$ cat src/rtl/tdfsm_pkg.sv
// ----------------------------------------------------------------------------
// tdfsm_pkg
// Shared types and constants for the table-driven state machine engine:
// item function codes, result status codes, controller states and the
// command/status bundles between controller and datapath.
// ----------------------------------------------------------------------------
package tdfsm_pkg;

  localparam int TABLE_DEPTH_DEF = 32;
  localparam int RING_DEPTH_DEF  = 16;
  localparam int STATE_BITS      = 5;
  localparam int EVENT_BITS      = 6;

  typedef enum logic [1:0] {
    FUNC_ADD      = 2'd0,
    FUNC_POST     = 2'd1,
    FUNC_START    = 2'd2,
    FUNC_DISPATCH = 2'd3
  } func_t;

  typedef enum logic [1:0] {
    ST_OK          = 2'd0,
    ST_TABLE_FULL  = 2'd1,
    ST_QUEUE_FULL  = 2'd2,
    ST_QUEUE_EMPTY = 2'd3
  } status_t;

  typedef enum logic [1:0] {
    S_IDLE,
    S_EXEC,
    S_SCAN,
    S_RESP
  } ctrl_state_t;

  // Commands from controller to datapath
  typedef struct packed {
    logic latch;  // capture the accepted item, clear the result
    logic exec;   // run add/post/start, or pop for dispatch
    logic scan;   // one step of the transition table scan
    logic load;   // move the result into the output register
  } ctrl_cmd_t;

  // Status from datapath to controller
  typedef struct packed {
    func_t func;
    logic  empty;  // event ring holds nothing
    logic  hit;    // scan found a matching transition
    logic  miss;   // scan ran past the last used entry
  } dp_stat_t;

  typedef struct packed {
    logic [STATE_BITS-1:0] from_state;
    logic [EVENT_BITS-1:0] ev_code;
    logic [STATE_BITS-1:0] to_state;
  } tbl_entry_t;

endpackage

$ cat src/rtl/tdfsm_ctrl.sv
// ----------------------------------------------------------------------------
// tdfsm_ctrl
// Sequencer: accepts one item, steps the datapath through execute and
// table scan, then hands the result to the output register.
// ----------------------------------------------------------------------------
module tdfsm_ctrl (
  input  logic                  clk,
  input  logic                  rst,
  input  logic                  in_valid,
  output logic                  in_ready,
  output logic                  out_valid,
  input  logic                  out_ready,
  input  tdfsm_pkg::dp_stat_t   stat,
  output tdfsm_pkg::ctrl_cmd_t  cmd
);

  tdfsm_pkg::ctrl_state_t state, state_next;
  logic                   out_valid_next;

  always_ff @(posedge clk) begin
    if (rst) begin
      state     <= tdfsm_pkg::S_IDLE;
      out_valid <= 1'b0;
    end else begin
      state     <= state_next;
      out_valid <= out_valid_next;
    end
  end

  // Next state
  always_comb begin
    state_next = state;
    case (state)
      tdfsm_pkg::S_IDLE: begin
        if (in_valid) state_next = tdfsm_pkg::S_EXEC;
      end
      tdfsm_pkg::S_EXEC: begin
        if (stat.func == tdfsm_pkg::FUNC_DISPATCH && !stat.empty) begin
          state_next = tdfsm_pkg::S_SCAN;
        end else begin
          state_next = tdfsm_pkg::S_RESP;
        end
      end
      tdfsm_pkg::S_SCAN: begin
        if (stat.hit || stat.miss) state_next = tdfsm_pkg::S_RESP;
      end
      tdfsm_pkg::S_RESP: begin
        if (!out_valid || out_ready) state_next = tdfsm_pkg::S_IDLE;
      end
      default: state_next = tdfsm_pkg::S_IDLE;
    endcase
  end

  // Outputs
  always_comb begin
    cmd      = '0;
    in_ready = 1'b0;
    case (state)
      tdfsm_pkg::S_IDLE: begin
        in_ready  = 1'b1;
        cmd.latch = in_valid;
      end
      tdfsm_pkg::S_EXEC: cmd.exec = 1'b1;
      tdfsm_pkg::S_SCAN: cmd.scan = 1'b1;
      tdfsm_pkg::S_RESP: cmd.load = !out_valid || out_ready;
      default: cmd = '0;
    endcase
    if (cmd.load) begin
      out_valid_next = 1'b1;
    end else if (out_ready) begin
      out_valid_next = 1'b0;
    end else begin
      out_valid_next = out_valid;
    end
  end

endmodule

$ cat src/rtl/tdfsm_dpath.sv
// ----------------------------------------------------------------------------
// tdfsm_dpath
// Datapath: transition table memory, event ring memory with head/tail
// pointers, present state, pipelined table scan and result registers.
// ----------------------------------------------------------------------------
module tdfsm_dpath #(
  parameter int TABLE_DEPTH = tdfsm_pkg::TABLE_DEPTH_DEF,
  parameter int RING_DEPTH  = tdfsm_pkg::RING_DEPTH_DEF,
  localparam int RIDX_W     = $clog2(RING_DEPTH)
) (
  input  logic                             clk,
  input  logic                             rst,
  input  tdfsm_pkg::ctrl_cmd_t             cmd,
  output tdfsm_pkg::dp_stat_t              stat,
  input  logic                             cfg_we,
  input  logic                             cfg_data,
  input  logic [1:0]                       func,
  input  logic [tdfsm_pkg::STATE_BITS-1:0] state_a,
  input  logic [tdfsm_pkg::EVENT_BITS-1:0] event_code,
  input  logic [tdfsm_pkg::STATE_BITS-1:0] state_b,
  output logic [1:0]                       status,
  output logic                             moved,
  output logic [tdfsm_pkg::EVENT_BITS-1:0] event_out,
  output logic [tdfsm_pkg::STATE_BITS-1:0] exit_state,
  output logic [tdfsm_pkg::STATE_BITS-1:0] entry_state,
  output logic                             requeued,
  output logic [tdfsm_pkg::STATE_BITS-1:0] current_state,
  output logic [RIDX_W-1:0]                queued_count
);

  localparam int TIDX_W = (TABLE_DEPTH > 1) ? $clog2(TABLE_DEPTH) : 1;
  localparam int TCNT_W = $clog2(TABLE_DEPTH + 1);
  localparam logic [TCNT_W-1:0] TABLE_FULL = TCNT_W'(TABLE_DEPTH);
  localparam logic [RIDX_W-1:0] RING_LAST  = RIDX_W'(RING_DEPTH - 1);
  localparam logic [RIDX_W:0]   RING_SPAN  = (RIDX_W + 1)'(RING_DEPTH);

  // Memories
  tdfsm_pkg::tbl_entry_t            tbl_mem [TABLE_DEPTH];
  logic [tdfsm_pkg::EVENT_BITS-1:0] ring_mem [RING_DEPTH];

  // Control state
  logic                             flush;
  logic [tdfsm_pkg::STATE_BITS-1:0] present;
  logic [TCNT_W-1:0]                used;
  logic [RIDX_W-1:0]                head;
  logic [RIDX_W-1:0]                tail;
  logic [TCNT_W-1:0]                rd_idx;
  logic                             cmp_vld;

  // Item and read data
  tdfsm_pkg::func_t                 func_q;
  logic [tdfsm_pkg::STATE_BITS-1:0] sa_q;
  logic [tdfsm_pkg::EVENT_BITS-1:0] ev_q;
  logic [tdfsm_pkg::STATE_BITS-1:0] sb_q;
  tdfsm_pkg::tbl_entry_t            tbl_q;
  logic [tdfsm_pkg::EVENT_BITS-1:0] ring_q;

  // Result being built
  tdfsm_pkg::status_t               res_status;
  logic                             res_moved;
  logic [tdfsm_pkg::EVENT_BITS-1:0] res_ev;
  logic [tdfsm_pkg::STATE_BITS-1:0] res_exit;
  logic [tdfsm_pkg::STATE_BITS-1:0] res_entry;
  logic                             res_requeued;

  logic [RIDX_W-1:0]                head_inc, tail_inc, count;
  logic                             ring_full, ring_empty, tbl_full;
  logic                             issue, match, scan_miss, is_push;
  logic                             ring_we, ring_pop, tbl_we;
  logic [tdfsm_pkg::EVENT_BITS-1:0] ring_wdata;

  always_comb begin
    head_inc   = (head == RING_LAST) ? '0 : head + 1'b1;
    tail_inc   = (tail == RING_LAST) ? '0 : tail + 1'b1;
    ring_full  = head_inc == tail;
    ring_empty = head == tail;
    tbl_full   = used == TABLE_FULL;
    issue      = rd_idx < used;
    match      = cmp_vld && tbl_q.from_state == present && tbl_q.ev_code == ring_q;
    scan_miss  = !cmp_vld && !issue;
    is_push    = func_q == tdfsm_pkg::FUNC_POST || func_q == tdfsm_pkg::FUNC_START;
    ring_we    = (cmd.exec && is_push && !ring_full) || (cmd.scan && scan_miss && !flush);
    ring_wdata = cmd.exec ? ev_q : ring_q;
    ring_pop   = cmd.exec && func_q == tdfsm_pkg::FUNC_DISPATCH && !ring_empty;
    tbl_we     = cmd.exec && func_q == tdfsm_pkg::FUNC_ADD && !tbl_full;
    if (head >= tail) begin
      count = RIDX_W'({1'b0, head} - {1'b0, tail});
    end else begin
      count = RIDX_W'({1'b0, head} + RING_SPAN - {1'b0, tail});
    end
    stat.func  = func_q;
    stat.empty = ring_empty;
    stat.hit   = match;
    stat.miss  = scan_miss;
  end

  // Table memory: one write, one registered read per cycle
  always_ff @(posedge clk) begin
    if (tbl_we) begin
      tbl_mem[used[TIDX_W-1:0]] <= '{from_state: sa_q, ev_code: ev_q, to_state: sb_q};
    end
    if (cmd.scan && issue) begin
      tbl_q <= tbl_mem[rd_idx[TIDX_W-1:0]];
    end
  end

  // Event ring memory
  always_ff @(posedge clk) begin
    if (ring_we) begin
      ring_mem[head_inc] <= ring_wdata;
    end
    if (ring_pop) begin
      ring_q <= ring_mem[tail_inc];
    end
  end

  always_ff @(posedge clk) begin
    if (rst) begin
      flush   <= 1'b0;
      present <= '0;
      used    <= '0;
      head    <= '0;
      tail    <= '0;
      cmp_vld <= 1'b0;
      rd_idx  <= '0;
    end else begin
      if (cfg_we) flush <= cfg_data;
      if (tbl_we) used <= used + 1'b1;
      if (ring_we) head <= head_inc;
      if (ring_pop) tail <= tail_inc;
      if (cmd.exec && func_q == tdfsm_pkg::FUNC_START) begin
        present <= sa_q;
      end else if (cmd.scan && match) begin
        present <= tbl_q.to_state;
      end
      if (cmd.exec) begin
        rd_idx  <= '0;
        cmp_vld <= 1'b0;
      end else if (cmd.scan) begin
        cmp_vld <= issue;
        if (issue) rd_idx <= rd_idx + 1'b1;
      end
    end
  end

  // Item capture and result build
  always_ff @(posedge clk) begin
    if (cmd.latch) begin
      func_q       <= tdfsm_pkg::func_t'(func);
      sa_q         <= state_a;
      ev_q         <= event_code;
      sb_q         <= state_b;
      res_status   <= tdfsm_pkg::ST_OK;
      res_moved    <= 1'b0;
      res_ev       <= '0;
      res_exit     <= '0;
      res_entry    <= '0;
      res_requeued <= 1'b0;
    end
    if (cmd.exec) begin
      case (func_q)
        tdfsm_pkg::FUNC_ADD: begin
          if (tbl_full) res_status <= tdfsm_pkg::ST_TABLE_FULL;
        end
        tdfsm_pkg::FUNC_POST, tdfsm_pkg::FUNC_START: begin
          if (ring_full) res_status <= tdfsm_pkg::ST_QUEUE_FULL;
        end
        tdfsm_pkg::FUNC_DISPATCH: begin
          if (ring_empty) res_status <= tdfsm_pkg::ST_QUEUE_EMPTY;
        end
        default: res_status <= tdfsm_pkg::ST_OK;
      endcase
    end
    if (cmd.scan) begin
      res_ev <= ring_q;
      if (match) begin
        res_moved <= 1'b1;
        res_exit  <= present;
        res_entry <= tbl_q.to_state;
      end else if (scan_miss && !flush) begin
        res_requeued <= 1'b1;
      end
    end
  end

  // Output register
  always_ff @(posedge clk) begin
    if (cmd.load) begin
      status        <= res_status;
      moved         <= res_moved;
      event_out     <= res_ev;
      exit_state    <= res_exit;
      entry_state   <= res_entry;
      requeued      <= res_requeued;
      current_state <= present;
      queued_count  <= count;
    end
  end

endmodule

$ cat src/rtl/table_driven_fsm_with_event_queue_core.sv
// ----------------------------------------------------------------------------
// table_driven_fsm_with_event_queue_core
// Programmable state machine engine with a transition table and event ring.
// ----------------------------------------------------------------------------
// One item is processed at a time and each item yields exactly one result
// beat. Add, post and start pass through accept, execute and hand-off; the
// hand-off waits while an earlier result still holds the output register.
// A dispatch that pops an event adds a table scan after execute. The scan
// reads one table entry per cycle through the table memory's single read
// port and stops at the first match, or when it has run past the last used
// entry. The result sits in an output register, so the next item is
// accepted while an earlier result still waits for out_ready. The table
// and ring need no clearing pass: only written entries are ever read, so
// the block takes items straight out of reset. The flush register is
// written over the cfg channel (always ready); the user must write it only
// while idle, as the block itself does not enforce this.
// ----------------------------------------------------------------------------
module table_driven_fsm_with_event_queue_core #(
  parameter int TABLE_DEPTH = tdfsm_pkg::TABLE_DEPTH_DEF,
  parameter int RING_DEPTH  = tdfsm_pkg::RING_DEPTH_DEF,
  localparam int RIDX_W     = $clog2(RING_DEPTH)
) (
  input  logic                             clk,
  input  logic                             rst,
  // configuration write channel
  input  logic                             cfg_valid,
  output logic                             cfg_ready,
  input  logic                             cfg_data,
  // item channel
  input  logic                             in_valid,
  output logic                             in_ready,
  input  logic [1:0]                       func,
  input  logic [tdfsm_pkg::STATE_BITS-1:0] state_a,
  input  logic [tdfsm_pkg::EVENT_BITS-1:0] event_code,
  input  logic [tdfsm_pkg::STATE_BITS-1:0] state_b,
  // result channel
  output logic                             out_valid,
  input  logic                             out_ready,
  output logic [1:0]                       status,
  output logic                             moved,
  output logic [tdfsm_pkg::EVENT_BITS-1:0] event_out,
  output logic [tdfsm_pkg::STATE_BITS-1:0] exit_state,
  output logic [tdfsm_pkg::STATE_BITS-1:0] entry_state,
  output logic                             requeued,
  output logic [tdfsm_pkg::STATE_BITS-1:0] current_state,
  output logic [RIDX_W-1:0]                queued_count
);

  tdfsm_pkg::ctrl_cmd_t cmd;
  tdfsm_pkg::dp_stat_t  stat;
  logic                 cfg_we;

  // The flush register takes the write directly; never stall the cfg channel.
  assign cfg_ready = 1'b1;
  assign cfg_we    = cfg_valid & cfg_ready;

  // Sequencer: idle -> execute -> (scan) -> hand off result
  tdfsm_ctrl u_ctrl (
    .clk       (clk),
    .rst       (rst),
    .in_valid  (in_valid),
    .in_ready  (in_ready),
    .out_valid (out_valid),
    .out_ready (out_ready),
    .stat      (stat),
    .cmd       (cmd)
  );

  // Table, ring, present state, scan pipeline and output register
  tdfsm_dpath #(
    .TABLE_DEPTH (TABLE_DEPTH),
    .RING_DEPTH  (RING_DEPTH)
  ) u_dpath (
    .clk           (clk),
    .rst           (rst),
    .cmd           (cmd),
    .stat          (stat),
    .cfg_we        (cfg_we),
    .cfg_data      (cfg_data),
    .func          (func),
    .state_a       (state_a),
    .event_code    (event_code),
    .state_b       (state_b),
    .status        (status),
    .moved         (moved),
    .event_out     (event_out),
    .exit_state    (exit_state),
    .entry_state   (entry_state),
    .requeued      (requeued),
    .current_state (current_state),
    .queued_count  (queued_count)
  );

`ifndef SYNTHESIS
  // Hold off new items until the current one has been handed off.
  a_one_item: assert property (@(posedge clk) disable iff (rst)
    in_valid && in_ready |=> !in_ready)
    else $error("item accepted while another is in flight");

  // Execute always follows the capture of an item.
  a_exec_after_latch: assert property (@(posedge clk) disable iff (rst)
    cmd.exec |-> $past(cmd.latch))
    else $error("execute without a captured item");

  // Never overwrite a result beat that is still waiting.
  a_no_overwrite: assert property (@(posedge clk) disable iff (rst)
    cmd.load |-> (!out_valid || out_ready))
    else $error("output register overwritten before it was taken");

  // A loaded result is presented on the next cycle.
  a_load_shows: assert property (@(posedge clk) disable iff (rst)
    cmd.load |=> out_valid)
    else $error("loaded result not presented");
`endif

endmodule

$ cat config.mk
export PLATFORM = sky130hd
export DESIGN_NAME = table_driven_fsm_with_event_queue_core
export DESIGN_NICKNAME = d
export VERILOG_FILES = /design/src/rtl/tdfsm_pkg.sv /design/src/rtl/tdfsm_ctrl.sv /design/src/rtl/tdfsm_dpath.sv /design/src/rtl/table_driven_fsm_with_event_queue_core.sv
export SDC_FILE = /design/constraint.sdc
export NUM_CORES = 1
export LEC_CHECK = 0
export ABC_AREA = 1
export BUFFER_PORTS_ARGS = -buffer_cell sky130_fd_sc_hd__clkbuf_2
export CAP_MARGIN = 20
export CORE_AREA = 8 8 224 226
export DETAILED_ROUTE_END_ITERATION = 7
export DIE_AREA = 0 0 232 234
export PLACE_DENSITY = 0.8
export SYNTH_ARGS = -nofsm -noshare
export SYNTH_HDL_FRONTEND = slang
export SYNTH_SLANG_ARGS = --single-unit
export TNS_END_PERCENT = 50
$ cat constraint.sdc
create_clock -name clk -period 3.8 [get_ports clk]
set_clock_uncertainty 0.15 [all_clocks]
set_input_delay 0.38 -clock clk [delete_from_list [all_inputs] [get_ports clk]]
set_output_delay 0.38 -clock clk [all_outputs]
set_load 0.05 [all_outputs]
After elaboration in Yosys (flattened, before gate mapping)
Memories as Yosys holds them, arrays and structs flattened. A register that Yosys moved wholly into a read port is not among the register bits. Index checks and enable logic that the tools add are counted.

Word-level logic and storage cells: 133. Bits in latches: 0. Bits in read-only memories: 0. Output and inout bits: 32. Memory bits (writable): 608. Input bits: 24. Bits in registers: 97. Memories kept: 2.

Memories: u_dpath.tbl_mem (depth 32, width 16, read ports 1, clocked after Yosys merged registers in 1, wr ports 1, line tdfsm_dpath.sv:38) `tdfsm_pkg::tbl_entry_t tbl_mem [TABLE_DEPTH];`; u_dpath.ring_mem (depth 16, width 6, read ports 1, clocked after Yosys merged registers in 1, wr ports 1, line tdfsm_dpath.sv:39) `logic [tdfsm_pkg::EVENT_BITS-1:0] ring_mem [RING_DEPTH];`.

$mul: 0. Divide/modulo/power cells: 0. $add $sub $neg: 7. Reductions and logical operators: 36. $lt $le $gt $ge: 2. Mux-type cells: 43. Equal/unequal tests: 16. Bitwise gates (word level): 0. Shift-type cells: 0.

Operator list (number): $mux W5 (8); $mux W1 (19); $mux W6 (3); $logic_and A1 B1 Y1 (16); $mux W2 (8); $add A4 B1 Y4 const B (3); $add A6 B1 Y6 const B (2); $mux W4 (3); $eq A2 B2 Y1 const B (4); $eq A4 B4 Y1 (2); $eq A4 B4 Y1 const B (2); $pmux W2 S4 (1); $sub A4 B4 Y4 (2); $logic_not A1 Y1 (7); $eq A6 B6 Y1 (1); $eq A6 B6 Y1 const B (1); $lt A6 B6 Y1 (1); $pmux W2 S3 (1); $reduce_bool A2 Y1 (3); $eq A5 B5 Y1 (1); $eq A2 B1 Y1 const B (2); $ge A4 B4 Y1 (1); $logic_not A2 Y1 (2); $logic_or A1 B1 Y1 (4); other kinds (5) (7).

Depth between registers and ports, before layout
Word-level depth: 8. Gate-level depth with buffers: 14. Depth with buffers taken out: 13.

Hierarchy
From an unflattened synthesis, not the netlist that was laid out.

Cell total of the unflattened synthesis: 2329. Area total of the unflattened synthesis: 29077.9 sq um.

By module, submodules not included: tdfsm_dpath (seq. area each 21330.5 sq um, area an instance 28816.4 sq um, cells an instance 2292, instances 1); tdfsm_ctrl (seq. area each 60.1 sq um, area an instance 250.2 sq um, cells an instance 35, instances 1); table_driven_fsm_with_event_queue_core (seq. area each 0.0 sq um, area an instance 11.3 sq um, cells an instance 2, instances 1).

Worst setup path after synthesis
Ideal clock, no wire load.

Path type: flip-flop to flip-flop. From: register u_dpath.func_q[0]. To: memory u_dpath.tbl_mem[31][0] (netlist bit), enable pin. Data required time: 3.238 ns. Arrival time: 2.066 ns. Period minus slack after synthesis: 2.627 ns. Path slack: 1.173 ns. Library setup time: 0.412 ns. Stages on the path, launching flop included: 7. Cells stage by stage: edfxtp_1 > inv_1 > ha_1 > nand2_1 > inv_1 > nand2_2 > nor3_1.

Word-level cells in the longest chain between the ends: 5.

Ends and longest elaborated chain: start: declaration (line tdfsm_dpath.sv:51) `tdfsm_pkg::func_t func_q;`; start signal: assignment (line tdfsm_dpath.sv:149) `func_q <= tdfsm_pkg::func_t'(func);`; $logic_not A2 Y1 (line tdfsm_dpath.sv:85) `tbl_we = cmd.exec && func_q == tdfsm_pkg::FUNC_ADD && !tbl_full;`; $logic_and A1 B1 Y1 (2 in a row) (line tdfsm_dpath.sv:85); $mux W1 (line tdfsm_dpath.sv:99) `if (tbl_we) begin`; $mux W1 (not written as such) (line tdfsm_dpath.sv:100) `tbl_mem[used[TIDX_W-1:0]] <= '{from_state: sa_q, ev_code: ev_q, to_state: sb_q};`; end: declaration (line tdfsm_dpath.sv:38).

Every way passes these cells.

Worst setup path after layout
From: register u_dpath.rd_idx[0]. To: register u_dpath.tbl_q[8] (netlist name).

Word-level cells in the longest chain between the ends: 2.

Ends and longest elaborated chain: start: declaration (line tdfsm_dpath.sv:47) `logic [TCNT_W-1:0] rd_idx;`; start signal: assignment (line tdfsm_dpath.sv:141) `if (issue) rd_idx <= rd_idx + 1'b1;`; $lt A6 B6 Y1 (line tdfsm_dpath.sv:78) `issue = rd_idx < used;`; $logic_and A1 B1 Y1 (line tdfsm_dpath.sv:102) `if (cmd.scan && issue) begin`.

Parallel ways exist; a longest one is shown, timed or not. A chain may end at the register's enable or synchronous reset.

==> reports/qor.yml <==
critical_path:
  start_kind: "flip-flop"
  worst_r2r_path_depth: 7
  critPathBufInv: 2
  crit_required_ns: 4.12
  cp.depth: 7
  critPathSlowestCell: "buf_12"
  crit_arrival_ns: 3.14
  crit_fanout: 257
  slowest_delay_ns: 0.54
  crit_path_end_kind: "flip-flop"
  crit_chain: "buf_12 > o21ai_0 > o22ai_1 > nand2_1 > nand3_1 > o21ai_1 > inv_1"
  crit_family: "compound AO/OA/AOI/OAI gates"
  criticalPathCategory: "reg -> reg"
timing:
  finalSetupViolCount: 0
  fmax_ghz: 0.3535
  min_period_over_period_pct: 74.44
  finalCriticalPeriod_ns: 2.829
  rsz0062_at_grt: "no"
  max-slew-margin-rel_pct: 14.66
  finalHoldViolations: 0
  finalSetupTns_ns: 0
  tightestPinTransition_ns: 1.280
  maxSlewViolCount: 0
logic_synthesis:
  synth.top_cell.area_share_pct: 70.44
  syn-num-nets: 2374
  yosysTopAreaCell: "edfxtp_1"
  synth.area.top_cells: "edfxtp_1 (70%), nor2_1 (5.9%), o21ai_0 (5.6%)"
  synthesis.area_um2: 29120
  synth_seq_area_share_pct: 73.46
  synthCells: 2322
  ys.warnings.count: 0
  syn_avg_cell_area_um2: 12.54
  yosys.cell_types.count: 37
  ys_seq_elements: 727
outcome:
  status: "complete, no violations"
grt:
  grt_max_degree: 258
  gr-usage-all-layers_pct: 27.08
  grt_pass1_vias: 18990
  grt_pass1_wl_mm: 110.7
  grt_overflow: 0
  antenna_found_initial: 0
hold_path:
  min_path_type: "in -> reg"
  hold-path-cell-count: 2
cells_and_area:
  final_common_cell: "edfxtp_1"
  layout_common_cells: "edfxtp_1 (683), nor2_1 (456), o21ai_0 (327), nand2_1 (191), nand3_1 (96)"
  final_area_um2: 32660
  drive_above_1_share_pct: 10.40
  num-nets-final: 2479
  diodes: 0
  syn_to_final_growth_pct: 12.18
  fillers: 3038
floorplanning:
  num_io_pins: 56
  initial_core_util_pct: 62.16
  coreArea_um2: 46840
  dieWidth_um: 232
  rows: 80
  fp.dieH_um: 234
  dieArea_um2: 54290
detailed_routing:
  drc: 0
  drt_iter0_drc: 2627
  firstDrtPassIters: 5
  num_vias: 19490
  vias_per_cell: 6.298
  drtAntennaViolNets: 0
  wirelength_mm: 74.16
  wl_per_cell_um: 23.96
clock_tree:
  clkTransAtPathRegs_ns: 0.06
  cts_buffers: 72
  post_cts_resize_count: 0
  htree_num_levels: 3
  cts_setup_buffers: 0
  tritoncts: "done"
  cts_sinks: 727
  clockRootBuffer: "clkbuf_16"
  clk_latency_ns: 0.60
  cts_max_path_buffers: 3
power:
  powerDensity_nw_per_um2: 600.5
  pwr-share-comb_pct: 14.5
  p_int_uw: 14270
  power_frac_clock_pct: 35.1
  switching_power_uw: 5343
  vdd_ir_drop_max_v: 0.0005691
  power_frac_seq_pct: 50.4
  p_sw_share_pct: 27.24
  p_leak_uw: 0.01117
placement:
  place.gp.congestion: 0.9365
  hpwl_mm: 46.00
  port_buffers: 54
  placed_cell_area_um2: 30180
flow_run:
  drv_cap: 0
[kinds of logic after synthesis]
family | after synthesis | synth area share, %
xor gates and xnor gates | 10 | 0.3008
DFF | 727 | 73.46
and+or+nand+nor | 783 | 10.90
AOI/OAI and AO/OA | 550 | 10.53
adders and majority gates | 28 | 1.229
buffers and inverters | 223 | 3.558
other | 1 | 0.01288
[layout make-up]
type                    instances  area (µm²)  share of cell area, %
flip-flops and latches        727       21400                  65.51
multi-input cells            1372        6706                  20.53
clock buffers                 100        2022                  6.190
repair buffers                161        1164                  3.562
well taps                     615       769.5                  2.356
inverters                      93       354.1                  1.084
clock inverters                27       250.2                 0.7661
[through the flow]
stage,hold WS [ns],setup WS (ns),power [µW],utilization [%],std cells
after floorplan,0.2503,1.173,11580,-,2322
after global placement,0.2539,1.203,12720,64.43,2947
after detailed placement,0.2614,1.113,12810,64.43,2947
after CTS,0.05566,1.056,19580,69.73,3095
after global routing,0.07781,0.8417,20170,69.73,3095
final,0.07268,0.9712,19620,69.73,3095
[cell usage after synthesis]
cell type	n
buf_4	6
o221ai_1	2
buf_2	37
xnor2_1	6
a21oi_1	35
nand2_2	7
buf_1	2
fa_1	1
nor2_1	457
edfxtp_1	683
o21a_1	1
o21ai_0	327
a21boi_1	1
nand3_1	96
nor3_1	7
clkinv_1	2
nand3b_1	3
dfxtp_1	44
inv_2	3
clkbuf_1	67
nor2_2	1
o22ai_1	67
inv_1	88
nand4_1	16
a31oi_1	2
ha_1	27
buf_8	2
nand2_4	1
o21ai_1	29
nor4_2	1
nand2_1	191
buf_6	14
xor2_1	4
o211ai_1	86
clkbuf_2	2
nand3_2	3
conb_1	1
[final timing paths]
check / from / slack, ns / end
worst max-delay path: u_dpath.rd_idx[0] / 0.97 / u_dpath.tbl_q[8]
worst min-delay path: rst / 0.07 / u_dpath.present[0]
worst max register to register: u_dpath.rd_idx[0] / 0.97 / u_dpath.tbl_q[8]
worst min register to register: u_dpath.res_ev[4] / 0.27 / u_dpath.event_out[4]
[registers in the layout, summed over array words and instances (netlist names), 4 cells and up]
register               cells
u_dpath.rd_idx             6
u_dpath.res_entry          5
u_dpath.head               4
u_dpath.res_exit           5
u_dpath.tbl_q             16
u_dpath.tail               4
u_dpath.ring_mem          96
u_dpath.ev_q               6
u_dpath.used               6
u_dpath.ring_q             6
u_dpath.event_out          6
u_dpath.queued_count       4
u_dpath.entry_state        5
u_dpath.sb_q               5
u_dpath.present            5
u_dpath.tbl_mem          512
u_dpath.exit_state         5
u_dpath.res_ev             6
u_dpath.sa_q               5
u_dpath.current_state      5
[worst register-to-register path: stages, from the launching register on]
cell     delay (ns)
dfxtp_4        0.38
buf_12         0.54
o21ai_0        0.77
o22ai_1        0.34
nand2_1        0.08
nand3_1        0.27
o21ai_1        0.09
inv_1          0.07
[power by group through the flow]
stage / Combinational (µW) / Sequential [µW] / Clock (µW)
floorplan: 1440 / 10100 / 0
global placement: 2690 / 10000 / 0
detailed placement: 2760 / 10000 / 0
CTS: 2800 / 9880 / 6900
global route: 3060 / 9910 / 7200
finish: 2840 / 9890 / 6880
[repair_timing]
item,in CTS,in global routing
hold buffers,21,0
endpoints found under the hold margin,20,0
endpoints found under the setup margin,0,0
[routing by layer]
layer / up-vias / GRT usage [%] / wire length, µm
met2: 1249 / 44.74 / 36160
li1: 8590 / - / -
met1: 9437 / 33.77 / 26810
met5: - / 0 / 0
met4: 0 / 13.24 / 3372
met3: 217 / 6.109 / 7816
Note: power is estimated with default switching activity, not from simulation.
